--- config.mk ---
export PLATFORM = sky130hd
export DESIGN_NAME = ptfa_alu
export DESIGN_NICKNAME = d
export VERILOG_FILES = /design/src/sv/ptfa_pkg.sv /design/src/sv/ptfa_alu.sv
export SDC_FILE = /design/constraint.sdc
export NUM_CORES = 1
export LEC_CHECK = 0
export BUFFER_PORTS_ARGS = -buffer_cell sky130_fd_sc_hd__buf_2
export CAP_MARGIN = 20
export CORE_ASPECT_RATIO = 0.75
export CORE_MARGIN = 2
export CORE_UTILIZATION = 40
export CTS_CLUSTER_SIZE = 25
export DETAILED_ROUTE_END_ITERATION = 7
export HOLD_SLACK_MARGIN = 0.15
export PLACE_DENSITY = 0.67
export SKIP_CTS_REPAIR_TIMING = 1
export SLEW_MARGIN = 20
export SYNTH_ARGS = -nofsm -noshare
export SYNTH_HDL_FRONTEND = slang
export SYNTH_SLANG_ARGS = --single-unit
--- constraint.sdc ---
create_clock -name i_clk -period 7.5 [get_ports i_clk]
set_input_delay 0.375 -clock i_clk [delete_from_list [all_inputs] [get_ports i_clk]]
set_output_delay 0.375 -clock i_clk [all_outputs]
set_load 0.005 [all_outputs]
--- src/sv/ptfa_pkg.sv ---
`default_nettype none
// ----------------------------------------------------------------------------
// ptfa_pkg
// Shared types and codes of the page table and frame allocator.
// ----------------------------------------------------------------------------
package ptfa_pkg;

    // request commands
    localparam logic CMD_MAP     = 1'b0;
    localparam logic CMD_RELEASE = 1'b1;

    // configuration register indexes
    localparam logic CFG_TABLE_BASE = 1'b0;
    localparam logic CFG_FRAME_BASE = 1'b1;

    // result status codes
    typedef enum logic [1:0] {
        ST_OK       = 2'd0,
        ST_WINDOW   = 2'd1,
        ST_NO_TABLE = 2'd2,
        ST_NO_FRAME = 2'd3
    } t_status;

    typedef struct packed {
        logic        command;
        logic [4:0]  process_id;
        logic [31:0] virt_addr;
    } t_req;

    typedef struct packed {
        t_status     status;
        logic [31:0] table_addr;
        logic        table_is_new;
        logic [7:0]  page_index;
        logic [31:0] frame_addr;
    } t_rsp;

endpackage
`default_nettype wire

--- src/sv/ptfa_alu.sv ---
`default_nettype none
// ----------------------------------------------------------------------------
// ptfa_alu
// Shared registered multiply-add unit: base + index * scale, modulo 2^32.
// ----------------------------------------------------------------------------
module ptfa_alu import ptfa_pkg::*; (
    input  wire logic        i_clk,
    input  wire logic [31:0] i_base,
    input  wire logic [31:0] i_idx,
    input  wire logic [31:0] i_scale,
    output logic      [31:0] o_sum
);
    logic [63:0] w_prod;

    // one multiply and add per cycle
    assign w_prod = i_idx * i_scale;

    always_ff @(posedge i_clk) begin
        o_sum <= i_base + w_prod[31:0];
    end
endmodule
`default_nettype wire

==> impl_metrics.sql, run 1 <==
INSERT INTO impl_metrics (metric_group, metric, value, unit) VALUES
('grt', 'pin_count_of_the_biggest_net_entering_global_routing', '25', ''),
('synthesis', 'synth.yosys.seq_area_share', '3.670', '%'),
('drt', 'wirelength_per_cell', '19.26', 'um'),
('cts', 'cts-buffers-inserted', '5', ''),
('layout', 'design.final.nets', '2628', ''),
('layout', 'layout.cell_area.non_filler', '18930', 'sq um'),
('layout', 'largestRegisters', 'o_sum x32', ''),
('synthesis', 'synth_area_per_cell', '9.271', 'sq um'),
('synthesis', 'synthCells', '1883', ''),
('drt', 'routed-via-count', '12560', ''),
('sta', 'worst-slew-pin-transition', '0.6699', 'ns'),
('synthesis', 'synthesis.nets', '2542', ''),
('sta', 'slew-limit-headroom', '54.99', '%'),
('placed_design', 'preCtsSetupSlack', '0.2358', 'ns'),
('layout', 'area_delta_synth_final', '8.443', '%'),
('cts', 'ctsLongestPathBuffers', '2', ''),
('hold_path', 'hp-start', 'i_base[0]', ''),
('floorplan', 'rows', '66', ''),
('sta', 'post-route-worst-setup-slack', '0.5100', 'ns'),
('floorplan', 'pin_count', '129', ''),
('placed_design', 'routabilityCongestion', '0.9475', ''),
('sta', 'maxSlewViolCount', '0', ''),
('floorplan', 'core-area', '43190', 'sq um'),
('setup_path', 'startpoint_type', 'input port', ''),
('grt', 'initial_antenna_violation_count', '5', ''),
('setup_path', 'critPathMaxFanout', '15', ''),
('drt', 'viasPerCell', '4.922', ''),
('sta', 'post_route_fraction_of_the_period_consumed_by_the_critical_path', '93.20', '%'),
('run_status', 'run_status', 'finished clean', ''),
('synthesis', 'async_reset_ff_share', '0', '%'),
('sta', 'rsz0062_at_grt', 'no', ''),
('drt', 'met2_wirelength', '22.34', 'mm'),
('drt', 'ant_nets', '0', ''),
('drt', 'met1Wirelength', '21.76', 'mm'),
('synthesis', 'ys_types', '44', ''),
('floorplan', 'fp.dieArea', '45350', 'sq um'),
('cts', 'cts.sinks', '32', ''),
('job', 'cap_viol_max_count', '0', ''),
('drt', 'detail_route.iter0.violations', '725', ''),
('grt', 'global_route_wire_length_before_repair', '78.67', 'mm'),
('grt', 'global_route.overflow_total', '0', ''),
('floorplan', 'die_h', '184.9', 'um'),
('synthesis', 'netlist_area', '17460', 'sq um'),
('grt', 'groute.usage.overall', '22.91', '%'),
('cts', 'cts_max_level', '2', ''),
('setup_path', 'crit_startpoint', 'i_scale[2]', ''),
('synthesis', 'synthTopCellsByArea', 'sky130_fd_sc_hd__fa_1, sky130_fd_sc_hd__and2_1, sky130_fd_sc_hd__inv_1', ''),
('sta', 'hold_viol', '0', ''),
('synthesis', 'synth_ff_type', 'sky130_fd_sc_hd__dfxtp_1', ''),
('placed_design', 'port-buffer-count', '128', ''),
('synthesis', 'number_of_enable_type_register_cells_in_the_synthesized_netlist', '0', ''),
('layout', 'largest-register', 'o_sum', ''),
('drt', 'dr.max_layer_used', 'met5', ''),
('floorplan', 'die_x', '245.2', 'um'),
('drt', 'routed-wl-met3', '3.618', 'mm'),
('layout', 'fraction_of_layout_instances_using_a_drive_strength_above_1', '9.137', '%'),
('setup_path', 'timing.critical_path.arrival', '7.21', 'ns'),
('drt', 'detail_route.wirelength', '49.14', 'mm'),
('setup_path', 'cp-end-kind', 'flip-flop', ''),
('synthesis', 'synthesis.yosys.warnings', '0', ''),
('setup_path', 'endpoint_of_the_worst_setup_timing_path', 'o_sum[30]', ''),
('cts', 'cts.reportedPaths.clkPinSlew', '0.06', 'ns'),
('hold_path', 'hold_path_class', 'input port to flip-flop', ''),
('drt', 'firstDrtPassIters', '5', ''),
('grt', 'first_global_vias', '13910', ''),
('sta', 'min_period', '6.990', 'ns'),
('setup_path', 'wp_data_required', '7.72', 'ns'),
('sta', 'finalSetupViolCount', '0', ''),
('placed_design', 'dpl-instance-area', '18760', 'sq um'),
('sta', 'worst_hold_margin', '0.3046', 'ns'),
('synthesis', 'netlist.area_leader.share', '50.23', '%'),
('synthesis', 'ys_ff_latch', '32', ''),
('layout', 'largest_reg_flops', '32', ''),
('drt', 'drcViolationCount', '0', ''),
('setup_path', 'ws_path_type', 'input port to flip-flop', ''),
('sta', 'achievable-frequency', '0.1431', 'GHz'),
('sta', 'totalNegativeSetupSlack', '0', 'ns'),
('floorplan', 'start_util', '40.42', '%'),
('cts', 'cts_tree', 'yes', ''),
('cts', 'cts.root.buffer_cell', 'sky130_fd_sc_hd__clkbuf_16', ''),
('synthesis', 'synth.largest_area_cell', 'sky130_fd_sc_hd__fa_1', ''),
('placed_design', 'place.detailed.hpwl', '42.69', 'mm');
[per-layer routing]
| layer | GRT usage [%] | vias up |
|---|---|---|
| met3 | 3.825 | 78 |
| met2 | 35.93 | 482 |
| met5 | 0 | - |
| met4 | 6.195 | 2 |
| li1 | - | 5505 |
| met1 | 32.84 | 6493 |
[how the worst min path moves through the flow]
stage | endpoint | cells past startpoint
2_1_floorplan | o_sum[0] | 1
3_3_place_gp | o_sum[0] | 2
5_1_grt | o_sum[0] | 2
4_1_cts | o_sum[0] | 2
6_report | o_sum[0] | 2
3_5_place_dp | o_sum[0] | 2
[cells in the final DEF, fill, tap and decap left out, types with 2 or more instances in the layout]
master,Yosys,routed
sky130_fd_sc_hd__o21ai_0,5,5
sky130_fd_sc_hd__a31oi_1,2,2
sky130_fd_sc_hd__a21o_1,17,17
sky130_fd_sc_hd__nand2_1,171,171
sky130_fd_sc_hd__fa_1,438,438
sky130_fd_sc_hd__a211oi_2,2,2
sky130_fd_sc_hd__buf_2,1,128
sky130_fd_sc_hd__nor3_1,3,3
sky130_fd_sc_hd__o21ai_1,3,3
sky130_fd_sc_hd__a21boi_1,2,2
sky130_fd_sc_hd__nor2_1,12,12
sky130_fd_sc_hd__diode_2,0,4
sky130_fd_sc_hd__o211ai_1,2,2
sky130_fd_sc_hd__a21oi_1,17,17
sky130_fd_sc_hd__and2_1,367,367
sky130_fd_sc_hd__xor2_1,19,19
sky130_fd_sc_hd__a211oi_1,2,2
sky130_fd_sc_hd__buf_4,0,33
sky130_fd_sc_hd__o21bai_1,3,3
sky130_fd_sc_hd__nand4_1,2,2
sky130_fd_sc_hd__o41ai_1,2,2
sky130_fd_sc_hd__nand2b_1,2,2
sky130_fd_sc_hd__ha_1,124,124
sky130_fd_sc_hd__o21a_1,2,2
sky130_fd_sc_hd__or2_2,4,4
sky130_fd_sc_hd__dfxtp_1,32,32
sky130_fd_sc_hd__clkbuf_16,0,5
sky130_fd_sc_hd__o211a_1,2,2
sky130_fd_sc_hd__inv_1,482,482
sky130_fd_sc_hd__xnor2_1,69,69
[layout make-up]
type                    instances  area (sq um)
multi-input cells            1287         14700
flip-flops and latches         32         640.6
repair buffers                161         888.4
fillers                      4177         24260
clock buffers                   6         128.9
well taps                     578         723.2
diodes                          4         10.01
inverters                     482          1809
clock inverters                 2         35.03
[synth_stat cells, drive strengths merged, types with 2 or more instances]
| cell | n |
|---|---|
| a31oi | 2 |
| and2 | 367 |
| nand4 | 2 |
| a21o | 17 |
| or2 | 4 |
| o41ai | 2 |
| ha | 124 |
| clkbuf | 81 |
| o211ai | 2 |
| nand2 | 172 |
| a211oi | 4 |
| o21a | 2 |
| nor2 | 12 |
| inv | 482 |
| o22ai | 2 |
| o21bai | 4 |
| a21oi | 17 |
| xnor2 | 69 |
| o211a | 2 |
| nand2b | 2 |
| nor3 | 3 |
| and3 | 2 |
| fa | 438 |
| dfxtp | 32 |
| a21boi | 2 |
| xor2 | 19 |
| o21ai | 8 |
[through the flow]
| stage | instances | utilization, % |
|---|---|---|
| after global placement | 2540 | 43.43 |
| after detailed placement | 2540 | 43.43 |
| after floorplan | 1883 | - |
| after global routing | 2550 | 43.82 |
| final | 2552 | 43.83 |
| after CTS | 2548 | 43.81 |
[kinds of logic after synthesis]
family | share of synthesized area (%)
adders and majority gates | 59.12
buffers and inverters | 12.15
and+or+nand+nor | 17.78
AOI/OAI and AO/OA | 2.874
DFF | 3.670
xor gates and xnor gates | 4.415
[worst max-delay path, stage by stage]
cell                       delay [ns]
sky130_fd_sc_hd__buf_2           0.21
sky130_fd_sc_hd__and2_1          0.20
sky130_fd_sc_hd__fa_1            0.53
sky130_fd_sc_hd__inv_1           0.05
sky130_fd_sc_hd__fa_1            0.49
sky130_fd_sc_hd__inv_1           0.05
sky130_fd_sc_hd__fa_1            0.47
sky130_fd_sc_hd__inv_1           0.07
sky130_fd_sc_hd__fa_1            0.54
sky130_fd_sc_hd__inv_1           0.05
sky130_fd_sc_hd__fa_1            0.48
sky130_fd_sc_hd__fa_1            0.50
sky130_fd_sc_hd__fa_1            0.53
sky130_fd_sc_hd__inv_1           0.06
sky130_fd_sc_hd__fa_1            0.48
sky130_fd_sc_hd__inv_1           0.04
sky130_fd_sc_hd__ha_1            0.35
sky130_fd_sc_hd__a21o_1          0.19
sky130_fd_sc_hd__a21o_1          0.17
sky130_fd_sc_hd__a21o_1          0.18
sky130_fd_sc_hd__or3_1           0.32
sky130_fd_sc_hd__a211oi_2        0.36
sky130_fd_sc_hd__o41ai_1         0.17
sky130_fd_sc_hd__a21oi_1         0.20
sky130_fd_sc_hd__xnor2_1         0.13
Power of run 1 is not shown: default switching activity piles up to over one toggle a cycle in this logic, so the estimate is an artifact.
==> inputs of run 2 (changes only) <==
--- a/config.mk
+++ b/config.mk
@@ -14,6 +14,8 @@
 export DETAILED_ROUTE_END_ITERATION = 7
 export HOLD_SLACK_MARGIN = 0.15
 export PLACE_DENSITY = 0.67
+export RECOVER_POWER = 25
+export REMOVE_ABC_BUFFERS = 1
 export SKIP_CTS_REPAIR_TIMING = 1
 export SLEW_MARGIN = 20
 export SYNTH_ARGS = -nofsm -noshare
==> run 2 against run 1 <==
Compared with the run above: wire length is 0.51% higher; non-clock buffer count is 4 lower; first-iteration DRC count is 13% higher; via count is 1.2% lower; critical path type unchanged; largest cell class unchanged.
==> impl_metrics.sql, run 2 (same netlist as run 1, synthesis figures left out) <==
INSERT INTO impl_metrics (metric_group, metric, value, unit) VALUES
('sta', 'slew-limit-headroom', '50.34', '%'),
('floorplan', 'rows', '66', ''),
('sta', 'worst-slew-pin-transition', '0.7433', 'ns'),
('layout', 'final.fill_count', '4124', ''),
('setup_path', 'worst_path_largest_cell_delay', '0.54', 'ns'),
('layout', 'layout_commonest_cell', 'sky130_fd_sc_hd__inv_1', ''),
('grt', 'global_route_wire_length_before_repair', '79.09', 'mm'),
('cts', 'ctsLongestPathBuffers', '2', ''),
('placed_design', 'place.detailed.hpwl', '42.22', 'mm'),
('drt', 'detail_route.wirelength', '49.39', 'mm'),
('cts', 'cts_max_level', '2', ''),
('setup_path', 'timing.critical_path.mode_cell', 'sky130_fd_sc_hd__fa_1', ''),
('hold_path', 'timing.hold.worst_endpoint', 'o_sum[0]', ''),
('layout', 'final-seq-area', '640.6', 'sq um'),
('grt', 'first_global_vias', '13580', ''),
('setup_path', 'critPathMaxFanout', '17', ''),
('sta', 'finalSetupViolCount', '0', ''),
('sta', 'achievable-frequency', '0.1432', 'GHz'),
('drt', 'firstDrtPassIters', '5', ''),
('layout', 'area_delta_synth_final', '8.214', '%'),
('cts', 'cts_tree', 'yes', ''),
('floorplan', 'fp.dieArea', '45350', 'sq um'),
('sta', 'min_period', '6.983', 'ns'),
('setup_path', 'timing.critical_path.arrival', '7.16', 'ns'),
('setup_path', 'cp-end-kind', 'flip-flop', ''),
('floorplan', 'start_util', '40.42', '%'),
('layout', 'fraction_of_layout_instances_using_a_drive_strength_above_1', '8.749', '%'),
('run_status', 'run_status', 'finished clean', ''),
('setup_path', 'ws_path_type', 'input port to flip-flop', ''),
('floorplan', 'pin_count', '129', ''),
('sta', 'rsz0062_at_grt', 'no', ''),
('cts', 'cts-buffers-inserted', '5', ''),
('job', 'cap_viol_max_count', '0', ''),
('drt', 'ant_nets', '0', ''),
('grt', 'initial_antenna_violation_count', '8', ''),
('drt', 'detail_route.iter0.violations', '821', ''),
('floorplan', 'core-area', '43190', 'sq um'),
('grt', 'groute.usage.overall', '23.18', '%'),
('floorplan', 'die_h', '184.9', 'um'),
('layout', 'largest-register', 'o_sum', ''),
('layout', 'area_of_the_multi_input_gates', '14700', 'sq um'),
('setup_path', 'critPathTopFamily', 'adder cells', ''),
('cts', 'cts.sinks', '32', ''),
('layout', 'layout_common_cells', 'sky130_fd_sc_hd__inv_1, sky130_fd_sc_hd__fa_1, sky130_fd_sc_hd__and2_1', ''),
('grt', 'pin_count_of_the_biggest_net_entering_global_routing', '27', ''),
('drt', 'drcViolationCount', '0', ''),
('sta', 'maxSlewViolCount', '0', ''),
('drt', 'routed-via-count', '12420', ''),
('hold_path', 'worst_hold_path.num_cells', '2', ''),
('setup_path', 'startpoint_type', 'input port', ''),
('grt', 'global_route.overflow_total', '0', ''),
('hold_path', 'hold_path_class', 'input port to flip-flop', ''),
('hold_path', 'hp-start', 'i_base[0]', ''),
('setup_path', 'wp_data_required', '7.68', 'ns'),
('setup_path', 'critPathSlowestCell', 'sky130_fd_sc_hd__fa_1', ''),
('drt', 'wirelength_per_cell', '19.40', 'um'),
('sta', 'hold_viol', '0', ''),
('sta', 'totalNegativeSetupSlack', '0', 'ns'),
('floorplan', 'die_x', '245.2', 'um'),
('placed_design', 'routabilityCongestion', '0.8836', ''),
('layout', 'largest_reg_flops', '32', ''),
('sta', 'post_route_fraction_of_the_period_consumed_by_the_critical_path', '93.11', '%'),
('layout', 'largestRegisters', 'o_sum x32', ''),
('layout', 'design.final.nets', '2624', ''),
('cts', 'cts.reportedPaths.clkPinSlew', '0.06', 'ns'),
('drt', 'viasPerCell', '4.876', ''),
('placed_design', 'port-buffer-count', '128', ''),
('cts', 'cts.root.buffer_cell', 'sky130_fd_sc_hd__clkbuf_16', ''),
('layout', 'postLayoutCoreUtil', '43.74', '%'),
('setup_path', 'critPathBufInv', '7', '');
-- run 2: changes by cell type in the layout (fill, tap and decap cells not counted), sizes merged --
| cell | previous run | this run |
|---|---|---|
| clkbuf | 6 | 10 |
| diode | 4 | 2 |
| buf | 161 | 153 |
-- run 2: per-stage QoR --
step	hold WS, ns	std cells	cell area, sq um	setup WS, ns
after floorplan	0.5048	1801	17150	0.9804
after global placement	0.6022	2536	18730	0.3307
after detailed placement	0.6143	2536	18730	0.2991
after CTS	0.3099	2544	18890	0.5561
after global routing	0.3126	2545	18890	0.2087
final	0.3177	2546	18890	0.5165
-- run 2: how the worst max path moves through the flow --
stage	startpoint	end	cells past startpoint
2_1_floorplan	i_idx[18]	o_sum[31]	24
3_3_place_gp	i_scale[4]	o_sum[31]	25
3_5_place_dp	i_scale[4]	o_sum[30]	25
4_1_cts	i_scale[2]	o_sum[31]	25
5_1_grt	i_scale[7]	o_sum[31]	25
6_report	i_scale[7]	o_sum[28]	25
-- run 2: metal layers --
metal | track usage, % | part of all wire [%] | vias up
li1 | - | - | 5495
met1 | 33.66 | 44 | 6309
met2 | 33.79 | 42 | 544
met3 | 7.201 | 11 | 63
met4 | 5.122 | 2.1 | 4
met5 | 0 | 0.055 | -
-- run 2: area by class of cell --
| cell class | instances | area share (%) |
|---|---|---|
| Clock inverter | 2 | 0.1855 |
| Antenna cell | 2 | 0.02649 |
| Tap cell | 578 | 3.828 |
| Multi-Input combinational cell | 1287 | 77.79 |
| Inverter | 482 | 9.577 |
| Sequential cell | 32 | 3.391 |
| Clock buffer | 6 | 0.6822 |
| Timing Repair Buffer | 157 | 4.517 |
Power of run 2 is left out for the same reason.
